<file path="config.mk">
export PLATFORM = sky130hd
export DESIGN_NAME = vdk7_acs
export DESIGN_NICKNAME = d
export VERILOG_FILES = /design/src/sv/vdk7_pkg.sv /design/src/sv/vdk7_acs.sv
export SDC_FILE = /design/constraint.sdc
export NUM_CORES = 1
export LEC_CHECK = 0
export ABC_AREA = 1
export BUFFER_PORTS_ARGS = -buffer_cell sky130_fd_sc_hd__buf_2
export CAP_MARGIN = 10
export CORE_MARGIN = 10
export CORE_UTILIZATION = 51
export DETAILED_ROUTE_END_ITERATION = 8
export GPL_ROUTABILITY_DRIVEN = 0
export GPL_TIMING_DRIVEN = 0
export PLACE_DENSITY = 0.87
export SLEW_MARGIN = 20
export SYNTH_ARGS = -nofsm -noshare
export SYNTH_HDL_FRONTEND = slang
export SYNTH_SLANG_ARGS = --single-unit
export TNS_END_PERCENT = 5
</file>
<file path="constraint.sdc">
create_clock -name vclk -period 8.1
set_clock_uncertainty 0.1 [all_clocks]
set_input_delay 1.62 -clock vclk [all_inputs]
set_output_delay 1.62 -clock vclk [all_outputs]
set_load 0.05 [all_outputs]
</file>
<file path="src/sv/vdk7_pkg.sv">
`timescale 1ns / 1ps
`default_nettype none
package vdk7_pkg;
  localparam int NUM_STATES     = 64;
  localparam int TRACE_DEPTH_D  = 35;
  localparam int METRIC_BITS_D  = 16;
  localparam logic [11:0] METRIC_CAP = 12'hFFF;
  localparam logic [6:0] POLY_ONE_RST = 7'h79;
  localparam logic [6:0] POLY_TWO_RST = 7'h5B;
  localparam logic [0:0] REG_POLY_ONE = 1'b0;
  localparam logic [0:0] REG_POLY_TWO = 1'b1;

  typedef enum logic [2:0] {
    ST_IDLE, ST_ACS, ST_DECIDE, ST_TB_RD, ST_TB_WT, ST_EMIT
  } vdk7_state_t;

  typedef struct packed {
    logic [1:0] rx;
    logic [6:0] poly_one;
    logic [6:0] poly_two;
  } vdk7_acs_ctl_t;
endpackage
`default_nettype wire

</file>
<file path="src/sv/vdk7_acs.sv">
`timescale 1ns / 1ps
`default_nettype none
module vdk7_acs
  import vdk7_pkg::*;
#(
  parameter int METRIC_BITS = METRIC_BITS_D
) (
  input  wire vdk7_acs_ctl_t          ctl,
  input  wire logic [5:0]             ns,
  input  wire logic [METRIC_BITS-1:0] pm0,
  input  wire logic [METRIC_BITS-1:0] pm1,
  output logic [METRIC_BITS-1:0]      best,
  output logic                        pred
);
  logic [6:0] reg0, reg1;
  logic [1:0] d0, d1, x0, x1;
  logic [METRIC_BITS-1:0] m0, m1, cap;

  always_comb begin
    reg0 = {ns[4:0], 1'b0, ns[5]};
    reg1 = {ns[4:0], 1'b1, ns[5]};
    d0 = {^(reg0 & ctl.poly_one), ^(reg0 & ctl.poly_two)};
    d1 = {^(reg1 & ctl.poly_one), ^(reg1 & ctl.poly_two)};
    x0 = d0 ^ ctl.rx;
    x1 = d1 ^ ctl.rx;
    m0 = pm0 + METRIC_BITS'(x0[0]) + METRIC_BITS'(x0[1]);
    m1 = pm1 + METRIC_BITS'(x1[0]) + METRIC_BITS'(x1[1]);
    cap = METRIC_BITS'(METRIC_CAP);
    best = cap;
    pred = 1'b0;
    if (m0 < best) begin
      best = m0;
    end
    if (m1 < best) begin
      best = m1;
      pred = 1'b1;
    end
  end
endmodule
`default_nettype wire

</file>
* After elaboration in Yosys (flattened, before gate mapping)
Cells that the tools add are included.
** Storage, ports and cells
- Bits in registers :: 0
- Output and inout bits :: 17
- Input port bits :: 54
** Cells by class
- Muxes and demuxes :: 3
- Add/subtract/negate cells :: 4
- Reduce and logical (&&, ||, !) cells :: 4
- Bitwise gates (word level) :: 6
- $lt $le $gt $ge :: 2
** Operators with widths (number)
- adder 16 x 1 -> 16 bit :: 4
- 2-to-1 mux 16 bit :: 2
- bitwise AND 7 bit :: 4
- parity 7 bit :: 4
- less-than comparator 16 x 12 -> 1 bit (second input constant) :: 1
- less-than comparator 16 bit :: 1
- bitwise XOR 2 bit :: 2
- 2-to-1 mux 1 bit :: 1

* Depth between registers and ports, before layout
Gate-level depths: netlist (run 1).
- Depth after elaboration :: 9
- Gate-level depth with buffers :: 32

* Worst setup path before layout (run 1)
OpenSTA, ideal clock, no wires.
- Path type :: input-to-output
- From :: input port ns[4]
- To :: output port best[4]
- Cell stages on the path :: 26
- Data required time :: 6.380 ns
- Data arrival time :: 5.667 ns
- Slack :: 0.713 ns
- Cell sequence :: nand2_1 -> xor2_1 -> xor2_1 -> xor2_1 -> inv_1 -> fa_1 -> ha_1 -> nand2_1 -> nand2_1 -> nor2_1 -> nand2_1 -> nor2_1 -> nand2_1 -> nor2_1 -> nand2_1 -> nand2_1 -> nor2_1 -> ha_1 -> a21oi_1 -> o21ai_0 -> nand3_1 -> a21oi_1 -> a211oi_1 -> clkbuf_1 -> nand3_1 -> nand2_1
** Between the ends
- Cells in the longest elaborated chain, start to end :: 9
** RTL lines
- from (decl) :: line vdk7_acs.sv:9 : input wire logic [5:0] ns,
- bitwise AND 7 bit :: line vdk7_acs.sv:22 : d0 = {^(reg0 & ctl.poly_one), ^(reg0 & ctl.poly_two)};
- parity 7 bit :: line vdk7_acs.sv:22
- bitwise XOR 2 bit :: line vdk7_acs.sv:24 : x0 = d0 ^ ctl.rx;
- adder 16 x 1 -> 16 bit (2 in series) :: line vdk7_acs.sv:26 : m0 = pm0 + METRIC_BITS'(x0[0]) + METRIC_BITS'(x0[1]);
- less-than comparator 16 x 12 -> 1 bit :: line vdk7_acs.sv:31 : if (m0 < best) begin
- 2-to-1 mux 16 bit :: line vdk7_acs.sv:31
- less-than comparator 16 bit :: line vdk7_acs.sv:34 : if (m1 < best) begin
- 2-to-1 mux 16 bit (*) :: line vdk7_acs.sv:34
- to (decl) :: line vdk7_acs.sv:12 : output logic [METRIC_BITS-1:0] best,
Mark *: on every way between the ends. The rest lies on a longest branch, timed or not.

* Worst setup path after layout (run 1)
- From :: input port ns[3]
- To :: output port best[12]
The elaborated chain is that of the path after synthesis.

==> impl_results.md, run 1 <==
- Status: finished, final reports clean
- Complex-gate fraction of the synthesized area: 4.74%
- # diodes: 0
- First-pass GRT wire length: 7980 µm
- Routed length per instance: 10.4 µm
- Number of global-route vias before repair: 2,030
- Worst path arrival time: 5930 ps
- Post-synthesis adder-cell area fraction: 15.4%
- Total gr overflow: 0
- CP max stage delay: 460 ps
- Starting DRT DRC Count: 121
- Pleak: 1.27 nW
- Vias/cell: 4.77
- Multiplexer area fraction after synthesis: 0%
- Fin. Hold Viols: 0
- Dpl hpwl: 4090 µm
- Clock buffers: 0
- Pin count of the biggest net entering global routing: 11
- Count of flip-flops and latches: 0
- Ys Warns: 0
- Worst setup path category: input pin to output pin
- Final design utilization: 68.1%
- Total core area: 3050 µm²
- Die Width: 76.6 µm
- Seq/Total Area, Yosys: 0%
- Period minus WS final: 7650 ps
- Max VDD drop: 0.0728 mV
- Largest family of logic cells by synthesized area: simple AND/OR/NAND/NOR gates
- Synth Cell Area: 1640 µm²
- Setup WS pre-CTS: -57.7 ps
- Initial Util: 53.6%
- Placed cell areas: 2060 µm²
- # fillers: 300
- Flip-flop and latch area: 0 µm²
- CP Buf/Inv Count: 5
- Most common cell after layout, fill and taps aside: nand2_1
- Power Density: 99.6 nW/µm²
- Simple-gate area share of the yosys netlist: 51.0%
- Most used cell, CP: nand2_1
- Layout cells sized above 1: 23.6%
- Nets: 461
- Area of the multi-input gates: 1430 µm²
- Synth Area in XOR/XNOR: 15.0%
- Total of max-cap violations: 0
- Post-route setup slack: 448 ps
- Max Fclk: 131 MHz
- Max FO, Critical Path: 10
- Most frequent cells in the layout: nand2_1, buf_2, inv_1
- Distinct cells, synth: 25
- Final Instance Area: 2080 µm²
- Worst setup SP type: input pin
- Vias: 2,052
- # hold bufs at CTS: 0
- Die Height: 76.6 µm
- Max-slew violation count: 0
- Worst path required time: 6380 ps
- Post-route DRC: 0
- Period utilization: 94.5%
- Slowest stage cell, crit path: fa_1
- Iteration count of the initial detailed-routing pass: 4
- Pwr Total: 0.000207 W
- Path category of the worst min-delay check: input pin to output pin
- Mapped Cells: 310
- Post-Syn Area per Cell: 5.28 µm²
- Final setup viols: 0
- Tot GR Track Use: 14.9%
- Port bufs: 71
- Post-synthesis to final-layout area growth: 27.1%
- Final ANT Viol Nets: 0
- Rows: 20
- # IOs: 71
- CP Capture Type: output pin
- Die ar.: 5870 µm²
- Initial antenna violation count: 0
- RSZ-0062 raised after global routing: false
- Post-Route WL: 4480 µm
- WHS: 3610 ps
- Cell family with most CP delay: simple AND/OR/NAND/NOR gates
## cell type report
cell class         count  share of cell area, %
multi-input cells    257                   68.8
repair buffers        73                   17.8
inverters             53                   9.57
well taps             44                   2.65
plain buffers          3                   1.20
## kinds of logic (layout without fill, tap and decap cells)
| kind of cell | after synthesis | in the layout |
|---|---|---|
| simple gates | 193 | 193 |
| buf+inv | 56 | 129 |
| xor+xnor | 28 | 28 |
| fa+ha+maj | 19 | 19 |
| compound gates | 13 | 13 |
| other cells | 1 | 4 |
## cells in the mapped netlist, types with 2 or more instances
cell / n / share of area [%]
nand2_1: 108 / 25
nor2_1: 31 / 7.1
ha_1: 17 / 13
xor2_1: 17 / 9.1
nor2_2: 9 / 3.4
nor3_1: 2 / 0.61
fa_1: 2 / 2.4
a21oi_1: 6 / 1.8
xnor2_1: 11 / 5.9
nand4_1: 11 / 4.2
o21ai_0: 2 / 0.61
nand3_1: 27 / 8.3
nand2_2: 2 / 0.76
a21o_1: 2 / 0.92
inv_1: 52 / 12
a211oi_1: 2 / 0.92
## worst paths after layout
| path | from | endpoint | slack [ps] | cells past startpoint |
|---|---|---|---|---|
| worst min-delay path | pm1[15] | best[15] | 3610 | 4 |
| worst max-delay path | ns[3] | best[12] | 450 | 29 |
## layer usage
layer	wire length [µm]	part of all wire (%)	vias up	GRT usage (%)
met2	2200	49	56	27.9
met3	198	4.4	2	1.77
met4	28	0.63	0	1.30
li1	-	-	1113	-
met5	0	0	-	0
met1	2050	46	881	18.0
## where the power goes
| group | internal (W) | switching (W) | total (W) |
|---|---|---|---|
| Clock | 0 | 0 | 0 |
| Combinational | 0.0000696 | 0.000138 | 0.000207 |
| Sequential | 0 | 0 | 0 |
| Total | 0.0000696 | 0.000138 | 0.000207 |
## repair_timing
| item | in CTS | in global routing |
|---|---|---|
| endpoints found under the setup margin | 10 | 14 |
| resized for setup | 1 | 2 |
| buffers inserted | 0 | 2 |
| pin swaps | 0 | 1 |
## through the flow
step / instances / setup TNS [ps]
final: 430 / 0
after floorplan: 313 / 0
after CTS: 428 / 0
after global routing: 430 / 0
after detailed placement: 428 / -502
after global placement: 428 / -1.03
Note: power is estimated with default switching activity, not from simulation.
==> run 2: changes to the inputs <==
Settings changed: CELL_PAD_IN_SITES_DETAIL_PLACEMENT set to 1, CELL_PAD_IN_SITES_GLOBAL_PLACEMENT set to 1, CORE_UTILIZATION 51 to 32, PLACE_DENSITY 0.87 to 0.91.
==> run 2 against run 1 <==
Net effect:
- critical path depth increased by 2
- largest cell class unchanged
- largest power group unchanged
- global-route usage decreased by 1.7 points
- fmax increased by 0.28%
==> impl_results.md, run 2 (synthesis gave the netlist of run 1 again) <==
- Final setup viols: 0 (unchanged)
- # hold bufs at CTS: 0 (unchanged)
- Slowest stage cell, crit path: fa_1 (unchanged)
- Max Fclk: 131 MHz (about the same)
- Initial Util: 33.8% (was 53.6%)
- Port bufs: 71 (unchanged)
- Routed length per instance: 12.7 µm (was 10.4 µm)
- Final ANT Viol Nets: 0 (unchanged)
- Most used cell, CP: nand2_1 (unchanged)
- Worst path required time: 6380 ps (about the same)
- # fillers: 743 (was 300)
- Most frequent cells in the layout: nand2_1, buf_2, inv_1 (unchanged)
- Die ar.: 8380 µm² (was 5870 µm²)
- Max VDD drop: 0.0821 mV (was 0.0728 mV)
- Fin. Hold Viols: 0 (unchanged)
- Power Density: 104 nW/µm² (was 99.6 nW/µm²)
- Clock buffers: 0 (unchanged)
- Vias: 2,112 (was 2,052)
- Die Width: 91.5 µm (was 76.6 µm)
- Non-filler cells, final: 454 (was 430)
- Worst path arrival time: 5910 ps (was 5930 ps)
- Max FO, Critical Path: 10 (unchanged)
- CP Buf/Inv Count: 7 (was 5)
- Status: finished, final reports clean (unchanged)
- Placed cell count: 451 (was 428)
- Nets: 462 (was 461)
- Layout cells sized above 1: 24.0% (was 23.6%)
- Total gr overflow: 0 (unchanged)
- First-pass GRT wire length: 9950 µm (was 7980 µm)
- Pleak: 1.27 nW (about the same)
- Worst setup path category: input pin to output pin (unchanged)
- Flip-flop and latch area: 0 µm² (unchanged)
- Final Instance Area: 2130 µm² (was 2080 µm²)
- CP Capture Type: output pin (unchanged)
- Vias/cell: 4.65 (was 4.77)
- Iteration count of the initial detailed-routing pass: 4 (unchanged)
- Period utilization: 94.2% (was 94.5%)
- Post-route DRC: 0 (unchanged)
- Starting DRT DRC Count: 62 (was 121)
- Total of max-cap violations: 0 (unchanged)
- Number of global-route vias before repair: 2,321 (was 2,030)
- Placed cell areas: 2090 µm² (was 2060 µm²)
- Rows: 25 (was 20)
- Post-Route WL: 5750 µm (was 4480 µm)
- Total core area: 4850 µm² (was 3050 µm²)
- Max-slew violation count: 0 (unchanged)
- # diodes: 0 (unchanged)
- Cell family with most CP delay: simple AND/OR/NAND/NOR gates (unchanged)
- Post-synthesis to final-layout area growth: 30.0% (was 27.1%)
- WHS: 3650 ps (was 3610 ps)
- Most common cell after layout, fill and taps aside: nand2_1 (unchanged)
- Tot GR Track Use: 13.2% (was 14.9%)
- Count of flip-flops and latches: 0 (unchanged)
- Period minus WS final: 7630 ps (was 7650 ps)
- Initial antenna violation count: 0 (unchanged)
- Pwr Total: 0.000220 W (was 0.000207 W)
- Path category of the worst min-delay check: input pin to output pin (unchanged)
- CP max stage delay: 460 ps (about the same)
- # IOs: 71 (unchanged)
- Pin count of the biggest net entering global routing: 11 (unchanged)
- Dpl hpwl: 5250 µm (was 4090 µm)
- Die Height: 91.5 µm (was 76.6 µm)
- Setup TNS: 0 ps (unchanged)
- Worst setup SP type: input pin (unchanged)
==> run 2: cell types whose count changed in the layout (fill, tap and decap cells not counted), sizes merged <==
cell and change:
buf +1
==> run 2: tightest hold or removal path: stages <==
cell and delay [ps]:
buf_2 90, xnor2_1 160, nor2_2 60, buf_2 210
==> run 2: final cells by class <==
class,instances,area (µm²),share of cell area [%]
multi-input combinational,257,1440,67.7
tap,67,83.8,3.94
timing repair buffer,74,378,17.8
inverter,53,199,9.35
buffer,3,27.5,1.29
==> run 2: path summary, 6_finish.rpt <==
kind | start | endpoint | slack (ps) | depth (start not counted)
worst max-delay path | ns[4] | best[15] | 470 | 31
worst min-delay path | pm1[15] | best[15] | 3650 | 4
==> run 2: metrics by stage <==
stage,setup slack [ps],utilization [%]
finish,469,43.9
global route,-1.67,43.9
CTS,133,43.1
detailed placement,-105,43.0
global placement,16.7,43.0
floorplan,713,-
==> run 2: routing by layer <==
metal,vias to the layer above,global-route usage [%],part of all wire [%]
met5,-,0,0
met2,35,26.4,51
met1,964,14.6,44
met3,2,1.81,4.3
li1,1111,-,-
met4,0,0.653,0.50
==> run 2: repair_timing <==
item                                    CTS  global route
gates resized for setup                   1             6
pin swaps                                 0             2
endpoints found under the setup margin   10            15
buffers inserted                          0             3
==> run 2: where the power goes <==
part	internal, W	switching, W	leakage (nW)	total (W)
Combinational	0.0000732	0.000147	1.27	0.000220
Clock	0	0	0	0
Sequential	0	0	0	0
Total	0.0000732	0.000147	1.27	0.000220
